`config.mk`:
```
export PLATFORM = sky130hd
export DESIGN_NAME = glz_packer_flat
export DESIGN_NICKNAME = d
export VERILOG_FILES = /design/src/rtl/core/assert_macros.svh /design/src/rtl/core/glz_pkg.sv /design/src/rtl/core/glz_byte_if.sv /design/src/rtl/core/glz_packer.sv /design/src/flat_wrapper.sv
export SDC_FILE = /design/constraint.sdc
export NUM_CORES = 1
export LEC_CHECK = 0
export ABC_AREA = 1
export BUFFER_PORTS_ARGS = -buffer_cell sky130_fd_sc_hd__buf_2
export CAP_MARGIN = 5
export CORE_ASPECT_RATIO = 1.1
export CORE_MARGIN = 10
export CORE_UTILIZATION = 50
export DETAILED_ROUTE_END_ITERATION = 8
export PLACE_DENSITY_LB_ADDON = 0.05
export RECOVER_POWER = 100
export SYNTH_ARGS = -nofsm -noshare
export SYNTH_HDL_FRONTEND = slang
export SYNTH_SLANG_ARGS = --single-unit
```
`constraint.sdc`:
```
create_clock -name clk -period 2.4 [get_ports clk]
set_input_delay 0.24 -clock clk [delete_from_list [all_inputs] [get_ports clk]]
set_output_delay 0.24 -clock clk [all_outputs]
set_load 0.02 [all_outputs]
```
`src/rtl/core/assert_macros.svh`:
```
// ----------------------------------------------------------------------------
// Assertion macros
// Concurrent assertion wrappers; define NO_ASSERTIONS to compile them out.
// ----------------------------------------------------------------------------
`ifndef ASSERT_MACROS_SVH
`define ASSERT_MACROS_SVH

`ifndef NO_ASSERTIONS
`define GLZ_ASSERT_ALWAYS(lbl, clk, rstn, expr, msg) \
	lbl: assert property (@(posedge clk) disable iff (!rstn) (expr)) else $error(msg);
`define GLZ_ASSERT_IMPLY(lbl, clk, rstn, ante, cons, msg) \
	lbl: assert property (@(posedge clk) disable iff (!rstn) (ante) |-> (cons)) else $error(msg);
`else
`define GLZ_ASSERT_ALWAYS(lbl, clk, rstn, expr, msg)
`define GLZ_ASSERT_IMPLY(lbl, clk, rstn, ante, cons, msg)
`endif

`endif

```
`src/rtl/core/glz_pkg.sv`:
```
// ----------------------------------------------------------------------------
// glz_pkg
// Types, constants and helpers shared by the GIF LZW compressor.
// ----------------------------------------------------------------------------
`default_nettype none
package glz_pkg;
	localparam int CODE_W    = 12;
	localparam int PIX_W     = 8;
	localparam int PB_W      = 4;
	localparam int EPOCH_W   = 8;
	localparam int ACC_W     = 19;
	localparam int CNT_W     = 5;
	localparam logic [3:0] MAX_WIDTH = 4'd12;
	localparam logic [3:0] MIN_CODE_SIZE = 4'd3;
	localparam logic [3:0] RESET_PIXEL_BITS = 4'd8;
	localparam logic [2:0] ADDR_PIXEL_BITS = 3'd0;

	typedef struct packed {
		logic                valid;
		logic [CODE_W-1:0]   value;
		logic [3:0]          width;
		logic                flush;
	} code_req_t;

	typedef struct packed {
		logic [EPOCH_W-1:0]  epoch;
		logic [CODE_W-1:0]   prefix;
		logic [PIX_W-1:0]    ch;
		logic [CODE_W-1:0]   code;
	} slot_t;

	typedef enum logic [3:0] {
		ST_SWEEP,
		ST_IDLE,
		ST_START_CLR,
		ST_PROBE_RD,
		ST_PROBE_CHK,
		ST_EMIT_PREFIX,
		ST_EMIT_CLR,
		ST_FIN_CODE,
		ST_FIN_END
	} ctrl_state_t;

	function automatic logic [3:0] code_size_of(logic [3:0] pb);
		logic [3:0] p;
		p = pb;
		if (p < 4'd1) p = 4'd1;
		if (p > 4'd8) p = 4'd8;
		return ((p + 4'd1) < MIN_CODE_SIZE) ? MIN_CODE_SIZE : p + 4'd1;
	endfunction

	function automatic logic [8:0] root_count_of(logic [3:0] rb);
		return 9'(9'd1 << (rb - 4'd1));
	endfunction
endpackage
`default_nettype wire

```
`src/rtl/core/glz_byte_if.sv`:
```
// ----------------------------------------------------------------------------
// glz_byte_if
// Code byte channel: valid/ready with packed byte and end-of-stream mark.
// ----------------------------------------------------------------------------
`default_nettype none
interface glz_byte_if;
	logic       valid;
	logic       ready;
	logic [7:0] out_byte;
	logic       last_byte;
	modport source (output valid, output out_byte, output last_byte, input ready);
	modport sink   (input valid, input out_byte, input last_byte, output ready);
endinterface
`default_nettype wire

```
`src/rtl/core/glz_packer.sv`:
```
// ----------------------------------------------------------------------------
// glz_packer
// Packs variable-width codes LSB first into bytes behind an output register.
// ----------------------------------------------------------------------------
`default_nettype none
module glz_packer (
	input  logic              clk,
	input  logic              arst_n,
	input  glz_pkg::code_req_t req,
	output logic              req_ready,
	glz_byte_if.source        bytes
);
	import glz_pkg::*;

	logic [ACC_W-1:0] acc_q;
	logic [CNT_W-1:0] cnt_q;
	logic             flush_q;
	logic             ovalid_q;
	logic [7:0]       obyte_q;
	logic             olast_q;

	logic             slot_free;
	logic             drain;
	logic [ACC_W-1:0] code_bits;

	assign req_ready = (cnt_q < CNT_W'(8)) && !flush_q;
	assign slot_free = !ovalid_q || bytes.ready;
	assign drain     = slot_free && ((cnt_q >= CNT_W'(8)) || (flush_q && cnt_q != '0));
	assign code_bits = ACC_W'(req.value & CODE_W'((13'd1 << req.width) - 13'd1));

	always_ff @(posedge clk or negedge arst_n) begin
		if (!arst_n) begin
			acc_q    <= '0;
			cnt_q    <= '0;
			flush_q  <= 1'b0;
			ovalid_q <= 1'b0;
			obyte_q  <= '0;
			olast_q  <= 1'b0;
		end else begin
			if (req.valid && req_ready) begin
				acc_q   <= acc_q | (code_bits << cnt_q);
				cnt_q   <= cnt_q + CNT_W'(req.width);
				flush_q <= req.flush;
			end else if (drain) begin
				acc_q   <= acc_q >> 8;
				cnt_q   <= (cnt_q >= CNT_W'(8)) ? cnt_q - CNT_W'(8) : '0;
				// final byte of the stream once no more than a byte remains
				if (flush_q && cnt_q <= CNT_W'(8)) begin
					flush_q <= 1'b0;
				end
			end
			if (drain) begin
				ovalid_q <= 1'b1;
				obyte_q  <= acc_q[7:0];
				olast_q  <= flush_q && (cnt_q <= CNT_W'(8));
			end else if (bytes.ready) begin
				ovalid_q <= 1'b0;
			end
		end
	end

	assign bytes.valid     = ovalid_q;
	assign bytes.out_byte  = obyte_q;
	assign bytes.last_byte = olast_q;
endmodule
`default_nettype wire

```
`src/flat_wrapper.sv`:
```
// flat-port wrapper written by rule: the top's interface ports become plain ports
module glz_packer_flat import glz_pkg::*;
  (clk, arst_n, req, req_ready, bytes_valid, bytes_out_byte, bytes_last_byte, bytes_ready);
  glz_byte_if bytes_i ();
  input  logic clk;
  input  logic arst_n;
  input  glz_pkg::code_req_t req;
  output logic req_ready;
  output wire logic [$bits(bytes_i.valid)-1:0] bytes_valid;
  output wire logic [$bits(bytes_i.out_byte)-1:0] bytes_out_byte;
  output wire logic [$bits(bytes_i.last_byte)-1:0] bytes_last_byte;
  input wire logic [$bits(bytes_i.ready)-1:0] bytes_ready;
  assign bytes_valid = bytes_i.valid;
  assign bytes_out_byte = bytes_i.out_byte;
  assign bytes_last_byte = bytes_i.last_byte;
  assign bytes_i.ready = bytes_ready;
  glz_packer u_core (.clk(clk), .arst_n(arst_n), .req(req), .req_ready(req_ready), .bytes(bytes_i));
endmodule
```
==> results.yml, run 1 <==
setup_path:
  cp.required_ps: 2580
  max_stage_delay_ps: 500
  worstReg2RegStart: "u_core.cnt_q[3]"
  cpMaxStageDelayCell: "dfrtp_1"
  r2r.worst_path.cells: 10
  cp.arrival_ps: 2290
  crit_path_end_kind: "register"
  r2r_end: "u_core.cnt_q[3]"
  ff2ff_setup_slack_ps: 290
  path_common_cell: "inv_1"
  start_kind: "register"
  crit_type: "reg2reg"
  critPathBufInv: 4
  crit_family: "simple AND/OR/NAND/NOR gates"
  path_cells: "inv_1 -> ha_1 -> inv_1 -> nor2_4 -> nand2_1 -> nand2_2 -> inv_2 -> nor2_8 -> inv_4 -> o21ai_0"
  path_max_fanout: 12
clocking:
  cts_hold_buf: 0
  cts-resized-gates: 0
  insertion_delay_ps: 280
  clkTransAtPathRegs_ps: 70
  cts_buffer_depth: 2
  tritoncts: "done"
  clock_sinks: 35
  h-tree-depth: 2
  numCtsBuffers: 5
  cts_root_buf: "clkbuf_8"
  postCtsSetupRepairBufs: 0
pwr:
  p_per_area_nw_per_um2: 1210
  vdd_ir_drop_max_mv: 0.594
  leakagePower_nw: 1.58
floorplanning:
  num_rows: 27
  dieArea_um2: 8690
  io_pins: 32
  die_h_um: 96.8
  start_util_pct: 52.5
  core_area_um2: 5100
  die_w_um: 89.8
logic_synthesis:
  postSynthAreaPerCell_um2: 6.44
  synthCells: 416
  synthesis.nets: 444
  yosysSeqAreaShare_pct: 32.7
  synth_flop_cell: "dfrtp_1"
  ys_ff_latch: 35
  ys_types: 35
  ys_warn_count: 0
  synth_edf_count: 0
  async_flop_share_pct: 100
  synthesis.area_um2: 2680
sta:
  slew_violations: 36
  slew_headroom_pct: -23.4
  clock-skew-final_ps: 1.79
  fmax_ghz: 0.475
  min_period_over_period_pct: 87.8
  rsz0062_at_grt: "no"
  finalSetupViolCount: 0
  tns_ps: 0
  hold_viol: 0
  layout_setup_ws_ps: 294
  period_needed_ps: 2110
  tightest_slew_ps: 1850
drt:
  avgRoutedWirePerCell_um: 14.0
  drtIter0Drc: 168
  totalWireLength_um: 7260
  drc: 0
  viasPerCell: 5.27
  postRouteAntennaNets: 0
  vias: 2723
  dr.pass1.iters: 4
hold_path:
  min_path_cells: 3
  hold_end: "u_core.flush_q"
  holdCritStartpoint: "req[0]"
  hold_path.class: "in2reg"
layout:
  layout.nets: 472
  final_area_um2: 2960
  final_cell_mix: "nand2_1 (156), nand3_1 (67), dfrtp_1 (35)"
  syn_to_final_growth_pct: 10.4
  mostFrequentLayoutCell: "nand2_1"
  antenna_cells: 0
  final_util_pct: 58.0
  nFillCells: 517
  drive_gt1_share_pct: 12.4
global_route:
  grt_antenna_before_repair: 0
  grt_pass1_vias: 2648
  grt.total_usage_pct: 16.9
  globalRouteOverflowTotal: 0
  grt_pass1_wl_um: 12500
  grt_max_degree: 36
outcome:
  outcome: "finished with violations"
  violations: "capacitance limit, slew limit"
placed_design:
  io_buffers: 31
  place_hpwl_um: 5750
  post-place-ws_ps: 350
  place.gp.congestion: 0.921
  place_area_um2: 2880
run:
  maxCapViolCount: 1
## layout make-up
class | instances | area [um2] | area share, %
repair buffers | 38 | 189 | 6.39
multi-input cells | 322 | 1550 | 52.3
well taps | 72 | 90.1 | 3.05
inverters | 42 | 160 | 5.42
clock buffers | 7 | 86.3 | 2.92
flip-flops and latches | 35 | 876 | 29.6
clock inverters | 1 | 8.76 | 0.296
## sequential cells by signal (all words and copies together), names as in the netlist
name                    count
u_core.bytes.valid          1
u_core.bytes.last_byte      1
u_core.cnt_q                5
u_core.acc_q               19
u_core.bytes.out_byte       8
u_core.flush_q              1
## worst register-to-register path, delay by kind of cell, from the launching register on
| kind | cells | cell delay [ps] |
|---|---|---|
| compound gates | 1 | 240 |
| buf+inv | 4 | 520 |
| fa+ha+maj | 1 | 190 |
| flops | 1 | 500 |
| simple gates | 4 | 570 |
## per-stage QoR
step	power [W]	std cells	hold WS [ps]
6_report	0.00358	517	161
5_1_grt	0.00397	517	168
4_1_cts	0.00363	517	44.9
3_5_place_dp	0.00315	509	364
3_3_place_gp	0.00314	509	366
2_1_floorplan	0.00260	416	-55.6
## synthesized netlist by cell type (2+ instances only)
master    count  share of area [%]
clkbuf_1      8                1.1
nor3_1        2               0.37
buf_2         2               0.37
inv_1        34                4.8
nor2_2        4               0.93
dfrtp_1      35                 33
nand2_1     156                 22
o21ai_0      24                4.5
a31oi_1       2               0.47
nand2_2       3               0.70
o21a_1        4                1.1
nor2_4        3                1.3
nand4_1       9                2.1
nor2_1       24                3.4
o211ai_1      2               0.56
a21oi_1       3               0.56
o22ai_1       2               0.47
nand3_1      67                 13
buf_4         5                1.4
inv_2         7               0.98
ha_1          6                2.8
## where the power goes
part	internal, W	switching, W	leakage (nW)
clock	0.000235	0.000221	0.0484
sequential	0.000838	0.000156	0.454
combinational	0.000677	0.00145	1.08
## cell families (layout without fill, tap and decap cells)
| logic type | count (synthesis) | after routing | share of synthesized area, % |
|---|---|---|---|
| AOI/OAI and AO/OA | 41 | 41 | 8.78 |
| buffers and inverters | 59 | 88 | 9.53 |
| and+or+nand+nor | 273 | 273 | 45.1 |
| adders and majority gates | 7 | 7 | 3.55 |
| DFF | 35 | 35 | 32.7 |
| xor gates and xnor gates | 1 | 1 | 0.327 |
## routing by layer
| layer | up-vias | GRT usage, % | share of wire (%) |
|---|---|---|---|
| li1 | 1402 | - | - |
| met1 | 1237 | 21.9 | 47 |
| met2 | 74 | 27.6 | 48 |
| met3 | 10 | 2.85 | 3.5 |
| met4 | 0 | 5.56 | 1.4 |
| met5 | - | 0 | 0 |
## worst max-delay path by stage
stage / start / endpoint / slack [ps] / depth (start not counted)
2_1_floorplan: u_core.cnt_q[3] / u_core.cnt_q[2] / 240 / 11
3_3_place_gp: req[1] / u_core.acc_q[17] / 370 / 14
3_5_place_dp: u_core.cnt_q[3] / u_core.cnt_q[3] / 350 / 10
4_1_cts: u_core.cnt_q[3] / u_core.cnt_q[3] / 320 / 10
5_1_grt: u_core.cnt_q[3] / u_core.acc_q[9] / 70 / 10
6_report: u_core.cnt_q[3] / u_core.cnt_q[3] / 290 / 10
Power figures use the tool's default switching activity.
==> run 2, diff against run 1 <==
- PLACE_DENSITY_LB_ADDON: 0.05 -> 0.3
==> results.yml, run 2 (synthesis gave the netlist of run 1 again) <==
layout:
  top_register: "u_core.acc_q"
  final_cell_mix: "nand2_1 (156), nand3_1 (68), inv_1 (35), dfrtp_1 (35), nor2_1 (25)"
  layout.nets: 475
  drive_gt1_share_pct: 12.5
  largest_reg_flops: 19
  antenna_cells: 0
  syn_to_final_growth_pct: 11.7
  mostFrequentLayoutCell: "nand2_1"
clocking:
  numCtsBuffers: 5
  clock_sinks: 35
  cts_root_buf: "clkbuf_8"
  cts-resized-gates: 0
  cts_hold_buf: 0
  clkTransAtPathRegs_ps: 80
  cts_buffer_depth: 2
  h-tree-depth: 2
  postCtsSetupRepairBufs: 0
  insertion_delay_ps: 290
  tritoncts: "done"
sta:
  period_needed_ps: 2090
  tightest_slew_ps: 1850
  tns_ps: 0
  fmax_ghz: 0.479
  finalSetupViolCount: 0
  slew_violations: 36
  min_period_over_period_pct: 87.0
  rsz0062_at_grt: "no"
  clock-skew-final_ps: 11.5
  slew_headroom_pct: -23.1
  fin_hold_ws_ps: 164
  hold_viol: 0
run:
  maxCapViolCount: 1
floorplanning:
  num_rows: 27
  die_w_um: 89.8
  dieArea_um2: 8690
  start_util_pct: 52.5
  core_area_um2: 5100
  die_h_um: 96.8
  io_pins: 32
placed_design:
  place_hpwl_um: 5770
  io_buffers: 31
  place.gp.congestion: 0.948
setup_path:
  crit_path_end_kind: "register"
  cp.required_ps: 2620
  path_max_fanout: 14
  path_common_cell: "nand2_1"
  start_kind: "register"
  max_stage_delay_ps: 390
  cp.arrival_ps: 2310
  path_cells: "inv_2 -> nand3_1 -> nor2_1 -> nor2_4 -> nand2_1 -> nand2_2 -> inv_2 -> nor2_8 -> inv_4 -> o21a_1 -> nand2_1 -> nand2_1"
  crit_type: "reg2reg"
  cpMaxStageDelayCell: "dfrtp_1"
global_route:
  grt_pass1_wl_um: 12600
  grt_max_degree: 36
  grt_antenna_before_repair: 0
  globalRouteOverflowTotal: 0
  grt.total_usage_pct: 17.0
  grt_pass1_vias: 2654
drt:
  postRouteAntennaNets: 0
  viasPerCell: 5.44
  drc: 0
  drtIter0Drc: 245
  dr.pass1.iters: 5
  vias: 2831
  avgRoutedWirePerCell_um: 14.1
  totalWireLength_um: 7360
outcome:
  violations: "capacitance limit, slew limit"
  outcome: "finished with violations"
pwr:
  p_per_area_nw_per_um2: 1240
  leakagePower_nw: 1.60
  vdd_ir_drop_max_mv: 0.788
hold_path:
  hold_path.class: "in2reg"
[run 2: cell types whose count changed in the layout (fill, tap and decap cells not counted), sizes merged]
cell | previous run | this run
buf | 24 | 27
bufinv | 0 | 1
clkbuf | 21 | 20
[run 2: power by group]
group	internal, W	leakage [nW]	switching [W]	total [W]
Sequential	0.000838	0.454	0.000139	0.000977
Clock	0.000336	0.0612	0.000213	0.000549
Combinational	0.000688	1.09	0.00151	0.00219
[run 2: critical path: cells and delay by family, from the launching register on]
family / cells / cell delay [ps]
and+or+nand+nor: 8 / 910
AOI/OAI and AO/OA: 1 / 130
DFF: 1 / 390
buffers and inverters: 3 / 580
[run 2: path summary, 6_finish.rpt]
kind                                        startpoint  cells after the start  slack (ps)                endpoint
worst min register to register  u_core.bytes.last_byte                      2         490  u_core.bytes.last_byte
min in group asynchronous                       arst_n                      1         450         u_core.acc_q[1]
worst min-delay path                            req[0]                      3         160          u_core.flush_q
max in group asynchronous                       arst_n                      1         890        u_core.acc_q[12]
worst max register to register         u_core.cnt_q[1]                     12         310         u_core.acc_q[8]
worst max-delay path                   u_core.cnt_q[1]                     12         310         u_core.acc_q[8]
[run 2: through the flow]
step | power [W] | area (um2) | utilization [%] | setup slack (ps) | cells
after floorplan | 0.00260 | 2680 | - | 244 | 416
after global placement | 0.00317 | 2900 | 56.9 | 338 | 512
after detailed placement | 0.00320 | 2900 | 56.9 | 351 | 512
after CTS | 0.00376 | 3020 | 59.2 | 344 | 520
after global routing | 0.00409 | 2990 | 58.6 | 90.9 | 520
final | 0.00372 | 2990 | 58.6 | 311 | 520
[run 2: layout make-up]
class,instances,area (um2)
flip-flops and latches,35,876
multi-input cells,322,1540
inverters,42,160
well taps,72,90.1
fillers,492,2110
clock inverters,2,35.0
repair buffers,41,209
clock buffers,6,82.6
[run 2: per-layer routing]
metal / GRT usage (%) / vias up / share of wire [%]
met1: 22.5 / 1308 / 46
met2: 27.3 / 97 / 46
met5: 0 / - / 0
met4: 5.32 / 0 / 2.4
li1: - / 1409 / -
met3: 3.08 / 17 / 4.8
==> run 3, diff against run 2 <==
--- a/config.mk
+++ b/config.mk
@@ -7,9 +7,12 @@
 export LEC_CHECK = 0
 export ABC_AREA = 1
+export ABC_CLOCK_PERIOD_IN_PS = 2400
 export BUFFER_PORTS_ARGS = -buffer_cell sky130_fd_sc_hd__buf_2
 export CAP_MARGIN = 5
+export CELL_PAD_IN_SITES_DETAIL_PLACEMENT = 0
+export CELL_PAD_IN_SITES_GLOBAL_PLACEMENT = 1
 export CORE_ASPECT_RATIO = 1.1
 export CORE_MARGIN = 10
-export CORE_UTILIZATION = 50
+export CORE_UTILIZATION = 41
 export DETAILED_ROUTE_END_ITERATION = 8
 export PLACE_DENSITY_LB_ADDON = 0.3
==> constraint.sdc (replaced) <==
create_clock -name clk -period 2.4 [get_ports clk]
set_input_delay 0.72 -clock clk [delete_from_list [all_inputs] [get_ports clk]]
set_output_delay 0.72 -clock clk [all_outputs]
set_load 0.02 [all_outputs]
==> results.yml, run 3 (synthesis gave the netlist of run 1 again) <==
outcome:
  outcome: "finished, final reports clean"
drt:
  avgRoutedWirePerCell_um: 14.1
  viasPerCell: 5.13
  vias: 2757
  drtIter0Drc: 151
  postRouteAntennaNets: 0
  totalWireLength_um: 7550
  drc: 0
  dr.pass1.iters: 4
floorplanning:
  start_util_pct: 42.7
  dieArea_um2: 10200
  core_area_um2: 6270
  die_w_um: 97.1
  io_pins: 32
  die_h_um: 105
  num_rows: 30
setup_path:
  r2r.worst_path.cells: 12
  cp.required_ps: 1680
  crit_type: "reg2out"
  r2r_end: "u_core.acc_q[9]"
  crit_path_end_kind: "primary output"
  path_max_fanout: 6
  ff2ff_setup_slack_ps: 310
  cp.arrival_ps: 1460
  worstReg2RegStart: "u_core.cnt_q[3]"
  start_kind: "register"
clocking:
  cts-resized-gates: 0
  numCtsBuffers: 5
  h-tree-depth: 2
  postCtsSetupRepairBufs: 0
  clock_sinks: 35
  tritoncts: "done"
  insertion_delay_ps: 300
  clkTransAtPathRegs_ps: 80
  cts_buffer_depth: 2
  cts_root_buf: "clkbuf_8"
  cts_hold_buf: 0
global_route:
  grt_pass1_wl_um: 13000
  globalRouteOverflowTotal: 0
  grt-busiest-layer: "met2"
  grt.met3_usage_pct: 2.83
  grt_max_degree: 36
  grt_pass1_vias: 2692
  met2_usage_pct: 25.3
  grt.total_usage_pct: 15.0
  gr-usage-met1_pct: 19.2
  grt_antenna_before_repair: 0
run:
  maxCapViolCount: 0
sta:
  rsz0062_at_grt: "no"
  finalSetupViolCount: 0
  slew_violations: 0
  tns_ps: 0
  tightest_slew_ps: 887
  clock-skew-final_ps: 9.47
  hold_viol: 0
  fmax_ghz: 0.458
  min_period_over_period_pct: 91.0
  period_needed_ps: 2180
  slew_headroom_pct: 40.9
pwr:
  switching_share_pct: 49.8
  p_seq_share_pct: 26.0
  p_per_area_nw_per_um2: 1220
  pwr-share-clk_pct: 14.8
  power_w: 0.00374
  internal_power_w: 0.00187
  combPwrFrac_pct: 59.3
  leakagePower_nw: 1.65
  switchingPower_w: 0.00186
  vdd_ir_drop_max_mv: 0.645
hold_path:
  min_path_cells: 2
  holdCritStartpoint: "u_core.bytes.out_byte[7]"
  hold_end: "u_core.bytes.out_byte[7]"
  hold_path.class: "reg2reg"
placed_design:
  place.gp.congestion: 0.898
  io_buffers: 31
  place_hpwl_um: 5990
layout:
  top_register: "u_core.acc_q"
  largest_reg_flops: 19
  final_cell_mix: "nand2_1 (157), nand3_1 (67), inv_1 (35), dfrtp_1 (35)"
  drive_gt1_share_pct: 14.7
  nFillCells: 660
  syn_to_final_growth_pct: 14.7
  mostFrequentLayoutCell: "nand2_1"
  antenna_cells: 0
  layout.nets: 484
run 3: worst max-delay path by stage:
| stage | startpoint | end |
|---|---|---|
| detailed placement | req[1] | u_core.cnt_q[4] |
| global route | u_core.cnt_q[3] | req_ready |
| floorplan | req[3] | u_core.acc_q[3] |
| CTS | u_core.cnt_q[3] | req_ready |
| finish | u_core.cnt_q[3] | req_ready |
| global placement | req[1] | u_core.cnt_q[4] |
run 3: metrics by stage:
stage | area, um2 | utilization (%) | cells | hold slack (ps) | setup WS (ps)
CTS | 3090 | 49.3 | 537 | 482 | 199
detailed placement | 2980 | 47.5 | 529 | 461 | -8.74
floorplan | 2680 | - | 416 | 424 | 123
finish | 3070 | 49.0 | 537 | 482 | 216
global placement | 2980 | 47.5 | 529 | 460 | 41.1
global route | 3070 | 49.0 | 537 | 508 | 55.4
run 3: worst max-delay path: stages (launching register included):
cell and delay, ps:
dfrtp_1 390, inv_1 160, ha_1 190, inv_1 80, nor2_1 150, clkbuf_2 200
run 3: area by class of cell:
cell class	instances	area, um2	share of cell area [%]
multi-input cells	322	1540	50.3
flip-flops and latches	35	876	28.5
repair buffers	50	278	9.05
inverters	42	160	5.22
well taps	80	100	3.26
clock buffers	5	68.8	2.24
clock inverters	3	43.8	1.43
run 3: power groups by stage:
stage	clock network, W	logic (W)	registers [W]
after global placement	0	0.00224	0.000973
final	0.000552	0.00221	0.000970
after global routing	0.000592	0.00255	0.00100
after CTS	0.000564	0.00227	0.000969
after detailed placement	0	0.00226	0.000977
after floorplan	0	0.00154	0.00105
run 3: metal layers:
layer | up-vias | wire, um | share of wire (%)
li1 | 1433 | - | -
met2 | 47 | 3590 | 48
met1 | 1268 | 3660 | 49
met3 | 9 | 202 | 2.7
met5 | - | 0 | 0
met4 | 0 | 95 | 1.3
